===== config.mk =====
export PLATFORM = sky130hd
export DESIGN_NAME = mode_s_altitude_decode_flat
export DESIGN_NICKNAME = d
export VERILOG_FILES = /design/src/hw/rtl/msad_pkg.sv /design/src/hw/rtl/msad_if.sv /design/src/hw/rtl/mode_s_altitude_decode.sv /design/src/flat_wrapper.sv
export SDC_FILE = /design/constraint.sdc
export NUM_CORES = 1
export LEC_CHECK = 0
export ABC_CLOCK_PERIOD_IN_PS = 14900
export BUFFER_PORTS_ARGS = -buffer_cell sky130_fd_sc_hd__clkbuf_2
export CAP_MARGIN = 30
export CORE_MARGIN = 1.5
export CORE_UTILIZATION = 40
export CTS_CLUSTER_SIZE = 8
export DETAILED_ROUTE_END_ITERATION = 16
export PLACE_DENSITY = 0.64
export SYNTH_ARGS = -nofsm -noshare
export SYNTH_HDL_FRONTEND = slang
export SYNTH_SLANG_ARGS = --single-unit

===== constraint.sdc =====
create_clock -name i_clk -period 14.9 [get_ports i_clk]
set_clock_uncertainty 0.2 [all_clocks]
set_input_delay 0 -clock i_clk [delete_from_list [all_inputs] [get_ports i_clk]]
set_output_delay 0 -clock i_clk [all_outputs]
set_load 0.01 [all_outputs]

===== src/hw/rtl/msad_pkg.sv =====
// Shared types, bit positions and constants for the Mode S altitude decoder.
// No dependencies; compile first.
`timescale 1ns / 1ps

package msad_pkg;

    localparam int unsigned CODE_W = 13;
    localparam int unsigned FEET_W = 18;

    // Bit positions inside the altitude code
    localparam int unsigned M_BIT = 6;
    localparam int unsigned Q_BIT = 4;

    // Fixed scale and offset values, in feet
    localparam logic [FEET_W-1:0] Q_STEP_FT      = 18'd25;
    localparam logic [FEET_W-1:0] Q_OFFSET_FT    = 18'd1000;
    localparam logic [FEET_W-1:0] G_STEP_FT      = 18'd500;
    localparam logic [FEET_W-1:0] C_STEP_FT      = 18'd100;
    localparam logic [FEET_W-1:0] GILL_OFFSET_FT = 18'd1300;

    localparam logic [2:0] C_ILLEGAL = 3'd7;
    localparam logic [2:0] C_SUBST   = 3'd5;
    localparam logic [2:0] C_MIRROR  = 3'd6;

    typedef struct packed {
        logic [CODE_W-1:0] alt_code;
        logic              thirteen_bit_form;
    } t_in_req;

    typedef struct packed {
        logic signed [FEET_W-1:0] altitude_ft;
        logic                     metric_rejected;
    } t_out_req;

    // Gray to binary: each binary bit is the XOR of its own Gray bit and all Gray bits above it
    function automatic logic [7:0] gray8_to_bin(input logic [7:0] g);
        logic [7:0] b;
        b[7] = g[7];
        for (int i = 6; i >= 0; i--) begin
            b[i] = b[i+1] ^ g[i];
        end
        return b;
    endfunction

    function automatic logic [2:0] gray3_to_bin(input logic [2:0] g);
        logic [2:0] b;
        b[2] = g[2];
        b[1] = g[2] ^ g[1];
        b[0] = g[2] ^ g[1] ^ g[0];
        return b;
    endfunction

endpackage


===== src/hw/rtl/msad_if.sv =====
// Valid/ready channel interfaces for code requests and altitude results.
// Depends on msad_pkg for the payload types.
`timescale 1ns / 1ps

interface msad_in_if;
    import msad_pkg::*;
    logic    valid;
    logic    ready;
    t_in_req payload;

    modport source (output valid, output payload, input ready);
    modport sink   (input valid, input payload, output ready);
endinterface

interface msad_out_if;
    import msad_pkg::*;
    logic     valid;
    logic     ready;
    t_out_req payload;

    modport source (output valid, output payload, input ready);
    modport sink   (input valid, input payload, output ready);
endinterface


===== src/hw/rtl/mode_s_altitude_decode.sv =====
// Mode S altitude decoder top level: input register, decode logic, result register.
// Depends on msad_pkg and the channel interfaces in msad_if.sv.
`timescale 1ns / 1ps

// Decodes a Mode S altitude code into feet. Each request carries the raw code
// and a flag that picks the 13-bit AC layout (with M bit) or the 12-bit ADS-B
// layout. Every request gives exactly one result, in order. With M set in the
// 13-bit layout the result is -1 with metric_rejected high. With Q set the
// remaining bits form a count N and the altitude is N*25 - 1000. With Q clear
// the bits are read as a Gillham code: 500-foot Gray steps from D, A and B,
// 100-foot steps from C (7 read as 5, mirrored on odd 500-foot counts), minus
// 1300. Throughput is one request per clock while o_rsp is not stalled. The input
// register loads on accept, and the result register loads from it once the result
// stage is free. The input stage can fill while the result stage is stalled, and
// a new request is taken whenever the input stage is empty or can move into the
// result stage. No reset sweep is needed.
module mode_s_altitude_decode
    import msad_pkg::*;
(
    input  logic        i_clk,
    input  logic        i_rst_n,
    msad_in_if.sink     i_req,
    msad_out_if.source  o_rsp
);

    logic     r_in_valid;
    t_in_req  r_in;
    logic     r_out_valid;
    t_out_req r_out;

    logic     out_free;
    logic     in_free;
    t_out_req n_out;

    // Result stage frees up when empty or being drained this cycle
    assign out_free    = !r_out_valid || o_rsp.ready;
    assign in_free     = !r_in_valid || out_free;
    assign i_req.ready = in_free;

    always_ff @(posedge i_clk) begin
        if (!i_rst_n) begin
            r_in_valid <= 1'b0;
        end else if (in_free) begin
            r_in_valid <= i_req.valid;
        end
        if (in_free && i_req.valid) begin
            r_in <= i_req.payload;
        end
    end

    // Decode datapath
    logic [CODE_W-1:0] code;
    logic              form13;
    logic [CODE_W-1:0] gcode;
    logic [11:0]       q_count;
    logic [7:0]        g_gray;
    logic [7:0]        g_bin;
    logic [2:0]        c_bin;
    logic [2:0]        c_fix;
    logic [2:0]        c_val;
    logic [FEET_W-1:0] q_feet;
    logic [FEET_W-1:0] g_feet;

    always_comb begin
        code   = r_in.alt_code;
        form13 = r_in.thirteen_bit_form;

        // Q path count: drop Q (and M in 13-bit form)
        if (form13) begin
            q_count = {1'b0, code[12:7], code[5], code[3:0]};
        end else begin
            q_count = {code[12:5], code[3:0]};
        end
        q_feet = FEET_W'(q_count) * Q_STEP_FT - Q_OFFSET_FT;

        // Gillham path: open a slot for M in the 12-bit layout
        if (form13) begin
            gcode = code;
        end else begin
            gcode = {code[11:6], 1'b0, code[5:0]};
        end

        // D2 D4 A1 A2 A4 B1 B2 B4, MSB first
        g_gray = {gcode[2], gcode[0], gcode[11], gcode[9],
                  gcode[7], gcode[5], gcode[3], gcode[1]};
        g_bin  = gray8_to_bin(g_gray);

        // C1 C2 C4, MSB first; illegal seven reads as five
        c_bin = gray3_to_bin({gcode[12], gcode[10], gcode[8]});
        c_fix = (c_bin == C_ILLEGAL) ? C_SUBST : c_bin;
        c_val = g_bin[0] ? (C_MIRROR - c_fix) : c_fix;

        g_feet = FEET_W'(g_bin) * G_STEP_FT + FEET_W'(c_val) * C_STEP_FT
                 - GILL_OFFSET_FT;

        priority if (form13 && code[M_BIT]) begin
            n_out.altitude_ft     = -18'sd1;
            n_out.metric_rejected = 1'b1;
        end else if (code[Q_BIT]) begin
            n_out.altitude_ft     = $signed(q_feet);
            n_out.metric_rejected = 1'b0;
        end else begin
            n_out.altitude_ft     = $signed(g_feet);
            n_out.metric_rejected = 1'b0;
        end
    end

    // Result register: load when free, hold while stalled
    always_ff @(posedge i_clk) begin
        if (!i_rst_n) begin
            r_out_valid <= 1'b0;
        end else if (out_free) begin
            r_out_valid <= r_in_valid;
        end
        if (out_free && r_in_valid) begin
            r_out <= n_out;
        end
    end

    assign o_rsp.valid   = r_out_valid;
    assign o_rsp.payload = r_out;

endmodule

===== src/flat_wrapper.sv =====
// flat-port wrapper written by rule: the top's interface ports become plain ports
module mode_s_altitude_decode_flat import msad_pkg::*;
  (i_clk, i_rst_n, i_req_valid, i_req_payload, i_req_ready, o_rsp_valid, o_rsp_payload, o_rsp_ready);
  msad_in_if i_req_i ();
  msad_out_if o_rsp_i ();
  input  logic i_clk;
  input  logic i_rst_n;
  input wire logic [$bits(i_req_i.valid)-1:0] i_req_valid;
  input wire logic [$bits(i_req_i.payload)-1:0] i_req_payload;
  output wire logic [$bits(i_req_i.ready)-1:0] i_req_ready;
  output wire logic [$bits(o_rsp_i.valid)-1:0] o_rsp_valid;
  output wire logic [$bits(o_rsp_i.payload)-1:0] o_rsp_payload;
  input wire logic [$bits(o_rsp_i.ready)-1:0] o_rsp_ready;
  assign i_req_i.valid = i_req_valid;
  assign i_req_i.payload = i_req_payload;
  assign i_req_ready = i_req_i.ready;
  assign o_rsp_valid = o_rsp_i.valid;
  assign o_rsp_payload = o_rsp_i.payload;
  assign o_rsp_i.ready = o_rsp_ready;
  mode_s_altitude_decode u_core (.i_clk(i_clk), .i_rst_n(i_rst_n), .i_req(i_req_i), .o_rsp(o_rsp_i));
endmodule

Word-level counts from Yosys, hierarchy flattened
Cells that the tools add are included.
{ "word_totals": {"regBits": 35, "inputBits": 18, "output_inout_bits": 21, "wordCells": 35} }
{ "op_classes": {"n_addsub": 4, "multipliers": 3, "eq_ne": 1, "n_mux": 5, "n_bitwise": 9, "n_reduce_logical": 7} }
{ "ops": {"columns": ["operator", "n"], "rows": [
  ["$mux W19", 1],
  ["$add A17 B10 Y18", 1],
  ["$sub A17 B10 Y18 const B", 1],
  ["$sub A18 B11 Y18 const B", 1],
  ["$mul A12 B5 Y17 const B", 1],
  ["$mul A8 B7 Y15 const B", 1],
  ["$mux W13", 1],
  ["$mux W12", 1],
  ["$xor A1 B1 Y1", 9],
  ["$mul A3 B5 Y8 const B", 1],
  ["$mux W3", 2],
  ["$eq A3 B3 Y1 const B", 1],
  ["$logic_and A1 B1 Y1", 3],
  ["$sub A3 B3 Y3 const A", 1],
  ["$logic_not A1 Y1", 2],
  ["$logic_or A1 B1 Y1", 2]
]} }

Depth between registers and ports, before layout
{ "depth": {"depth_word": 13, "depth_mapped": 35, "mapped_depth_nobuf": 35} }

Least setup slack after synthesis
OpenSTA, ideal clock, no wires.
{ "synth_timing": {"kind": "reg2reg", "start": "reg u_core.r_in (netlist bit u_core.form13)", "end": "reg u_core.r_out (netlist bit u_core.o_rsp.payload[16]) (data pin)", "setup_time_ns": 0.265, "arrival_time_ns": 7.622, "required_time_ns": 14.435, "slack_ns": 6.813, "stages_incl_launch_ff": 35, "path_buffers": 1, "synth_period_minus_slack_ns": 8.087, "path_cell_list": "edfxtp_1 clkbuf_1 mux2i_1 ha_1 inv_1 ha_1 inv_1 ha_1 inv_1 ha_1 inv_1 ha_1 inv_1 o21ai_0 fa_1 inv_1 fa_1 inv_1 fa_1 inv_1 ha_1 o21ai_1 a21o_1 nand2_1 ha_1 inv_1 ha_1 or2_1 o31ai_1 a21oi_1 and4_1 or4_1 mux2i_1 xor2_1 o21ai_1"} }
{ "synth_via": {"elab_chain_len": 12, "elab_cells_between_ends": 22, "classes_between": "4 x add/sub; 3 x mul; 1 x eq/ne; 5 x mux; 8 x bitwise; 1 x reduce/logical"} }
{ "synth_lines": {"columns": ["element", "line_no", "text"], "rows": [
  ["start: declaration", "mode_s_altitude_decode.sv:27", "t_in_req r_in;"],
  ["start signal: assignment", "mode_s_altitude_decode.sv:47", "r_in <= i_req.payload;"],
  ["parallel branches: the longest is 12 deep, another holds $add A17 B10 Y18", null, null],
  ["end signal: assignment", "mode_s_altitude_decode.sv:116", "r_out <= n_out;"],
  ["end: declaration", "mode_s_altitude_decode.sv:29", "t_out_req r_out;"]
]} }
Several ways; the timed one is not identified.
A chain may end at the register's enable or synchronous reset.

Worst setup path after layout
{ "layout_timing": {"start": "reg u_core.r_in (netlist bit u_core.code[2])", "end": "reg u_core.r_out (netlist bit u_core.o_rsp.payload[16]) (data pin)"} }
{ "layout_via": {"elab_chain_len": 13, "elab_cells_between_ends": 17, "classes_between": "3 x add/sub; 3 x mul; 4 x mux; 7 x bitwise"} }
{ "layout_lines": {"columns": ["element", "line_no", "text"], "rows": [
  ["parallel branches: the longest is 12 deep, another holds $add A17 B10 Y18", null, null],
  ["$mux W19 *", "mode_s_altitude_decode.sv:99", "end else if (code[Q_BIT]) begin"]
]} }
Every way passes the cells marked *.

==> results by group <==
Status
  – Outcome: complete, no violations

Worst setup path
  – Slowest-stage cell, CP: edfxtp_1
  – Startpoint Class: register
  – CP endpoint kind: register
  – CP most frequent cell: inv_1
  – Arrival @ worst endpoint: 8380 ps
  – CP Class: reg2reg
  – Flop2flop setup slack: 6340 ps
  – CP max FO: 9
  – Crit path from: u_core.code[2]$_DFFE_PP_
  – RR Endpoint: u_core.o_rsp.payload[16]$_SDFFCE_PP1P_
  – Worst-case reg-to-reg path depth: 34
  – Required time worst endpoint: 14730 ps
  – R2R Path Start: u_core.code[2]$_DFFE_PP_
  – Crit path largest cell delay: 580 ps
  – CP endpoint: u_core.o_rsp.payload[16]$_SDFFCE_PP1P_

Place
  – Detailed placer's ending HPWL: 9.07 mm
  – # placed instances: 747
  – GP Congestion: 0.932
  – Port Buffer Count: 38

Synth
  – Largest area contributor in the netlist: ha_1
  – Mapped Nets: 688
  – Number of synthesized flops with an enable pin: 33
  – Register bit total from synthesis: 35
  – Area share of fa/ha/maj cells after synthesis: 34.4%
  – Post-Synth XOR/XNOR Area: between 6 and 7%
  – Syn Area/Cell: 9.22 um2
  – Post-synthesis sequential area ratio: between 20 and 25%
  – Mux contribution to synthesized area: 3.08%
  – Yosys cell types: 66
  – Top cells by area, synth: ha_1 (25%), edfxtp_1 (20%), fa_1 (9.5%)
  – Warnings, synthesis: 0
  – Netlist Area Pre-Place: 5030 um2
  – Top_reg_cell synth: edfxtp_1
  – Yosys top cell area share: 24.9%
  – Post-synthesis cell count: 546
  – Compound-Gate Fraction of Synth Area: 14.4%
  – Synth Area in Simple Gates: 13.3%
  – Post-synth ARST share: 0%
  – Combinational family with the most area after synthesis: adder cells

Global routing
  – Initial antenna violation count: 0
  – First-pass GRT wire length: 18.3 mm
  – Grt ovf: 0
  – Tot GR Track Use: 17.3%
  – Number of global-route vias before repair: 3855
  – Pin count of the biggest net entering global routing: 27

Drt
  – Detailed-route via count: 3885
  – DRC: 0
  – Via-to-Cell Ratio: 5.03
  – Iteration count of the initial detailed-routing pass: 4
  – Final wirelength: approximately 11 mm
  – Starting DRC count in detailed routing: 154
  – Wire length per cell: 14.1 um
  – Antenna Nets Post-Route: 0

Floorplan
  – Die height: 115 um
  – Core area: 12200 um2
  – Starting Density: 41.4%
  – Die Span X: 115 um
  – Die area: 13300 um2
  – Row cnt: 40
  – Top-Level Pins: 39

Clock tree
  – Setup Buffers After CTS: 0
  – Max H-tree Level: 2
  – Clock Path Buffers: 2
  – Post-CTS Resized: 0
  – Total CTS buffers: 5
  – TritonCTS clock tree: yes
  – Clock Root Buffer: clkbuf_16
  – Clock Sinks: 35
  – CTS clk-pin slew, worst paths: 50 ps
  – Clock Latency Late Sink: 280 ps
  – Cts hold-fix bufs: 18

STA
  – Worst-Margin Slew: 967 ps
  – Setup tns final: 0 ps
  – Final setup viols: 0
  – Slew HR: a little over a third
  – Final Cycle Share: 57.4%
  – RSZ-0062 raised after global routing: no
  – Max Clock Freq: 117 MHz
  – Endpoints failing hold: 0
  – Pins Over Slew Limit: 0
  – Final Critical Period: roughly 8600 ps
  – Final hold slack: between 100 and 150 ps

Finish
  – Layout area overhead: 14.5%
  – Share of cells above drive strength 1: 12.2%
  – Nets@finish: 746
  – Commonest non-fill, non-tap cell in the layout: ha_1
  – Most frequent cells in the layout: ha_1 (100), inv_1 (92), clkbuf_2 (38)
  – Final Non-Filler Cells: 773
  – Diode count: 0

Worst hold path
  – Hold crit path type: in2reg

Flow run
  – Max-Cap Viols: 0
[final cells by class]
class | count | area (um2)
Clock buffer | 5 | 125
Clock inverter | 3 | 20.0
Fill cell | 1152 | 6400
Inverter | 95 | 357
Multi-Input combinational cell | 407 | 3610
Sequential cell | 35 | 1030
Tap cell | 168 | 210
Timing Repair Buffer | 60 | 408
[registers in the layout (all words and copies together) (netlist names)]
name	count
u_core.o_rsp.valid	1
u_core.r_in_valid	1
u_core.form13	1
u_core.o_rsp.payload	19
u_core.code	13
[worst min path at each step]
stage | from | endpoint | slack [ps] | cells past startpoint
after global routing | o_rsp_ready | u_core.o_rsp.payload[3]$_SDFFCE_PP1P_ | 170 | 3
after global placement | i_req_payload[12] | u_core.code[11]$_DFFE_PP_ | -20 | 1
after detailed placement | i_req_payload[2] | u_core.code[1]$_DFFE_PP_ | -20 | 1
final | o_rsp_ready | u_core.o_rsp.payload[4]$_SDFFCE_PP1P_ | 150 | 3
after floorplan | i_req_payload[1] | u_core.code[0]$_DFFE_PP_ | -100 | 0
after CTS | o_rsp_ready | u_core.o_rsp.payload[1]$_SDFFCE_PP1P_ | 140 | 3
[per-layer routing]
| layer | up-vias | GRT usage (%) | share of wire (%) |
|---|---|---|---|
| met5 | - | 0 | 0 |
| met4 | 0 | 3.87 | 1.8 |
| met3 | 11 | 2.74 | 2.7 |
| met2 | 64 | 29.2 | 45 |
| met1 | 1798 | 23.5 | 50 |
| li1 | 2012 | - | - |
[kinds of logic (layout without fill, tap and decap cells)]
| family | Yosys count | in the layout |
|---|---|---|
| adder cells (fa/ha/maj) | 124 | 124 |
| flip-flops | 35 | 35 |
| AND/OR/NAND/NOR | 126 | 126 |
| AO/OA/AOI/OAI | 105 | 105 |
| buffers and inverters | 104 | 163 |
| XOR/XNOR | 37 | 37 |
| multiplexers | 15 | 15 |
[critical path, delay by kind of cell (launching register included)]
kind	cells	cell delay [ps]
adders and majority gates	12	4710
and+or+nand+nor	4	1020
buffers and inverters	10	770
AOI/OAI and AO/OA	6	640
DFF	1	580
muxes	1	180
xor gates and xnor gates	1	160
[metrics by stage]
step | cell area (um2) | setup slack [ps] | utilization [%]
after global placement | 5420 | 6610 | 44.6
final | 5760 | 6340 | 47.4
after CTS | 5760 | 6340 | 47.4
after floorplan | 5030 | 6810 | -
after global routing | 5760 | 5790 | 47.4
after detailed placement | 5440 | 6370 | 44.7
[synth_stat cells, drive strengths merged, types with 2 or more instances]
| cell | instances |
|---|---|
| nor2 | 17 |
| a31o | 3 |
| nor4 | 3 |
| nand2b | 10 |
| o211ai | 4 |
| nand4 | 2 |
| xnor2 | 20 |
| nand3b | 3 |
| o21ai | 27 |
| or4 | 4 |
| a211oi | 8 |
| nor2b | 6 |
| clkbuf | 8 |
| o31ai | 5 |
| fa | 24 |
| or2 | 5 |
| a311oi | 2 |
| mux2 | 4 |
| nor3 | 13 |
| a31oi | 2 |
| dfxtp | 2 |
| ha | 100 |
| and2 | 4 |
| nand2 | 33 |
| a2bb2oi | 2 |
| o21bai | 2 |
| a211o | 3 |
| xor2 | 17 |
| o21a | 5 |
| a21o | 10 |
| edfxtp | 33 |
| and3 | 3 |
| inv | 94 |
| mux2i | 11 |
| or3 | 6 |
| nand3 | 11 |
| a21oi | 25 |
Power is left out: the tool's default activity adds up to more than one toggle a clock period on the data nets, which glitch-free logic cannot reach.
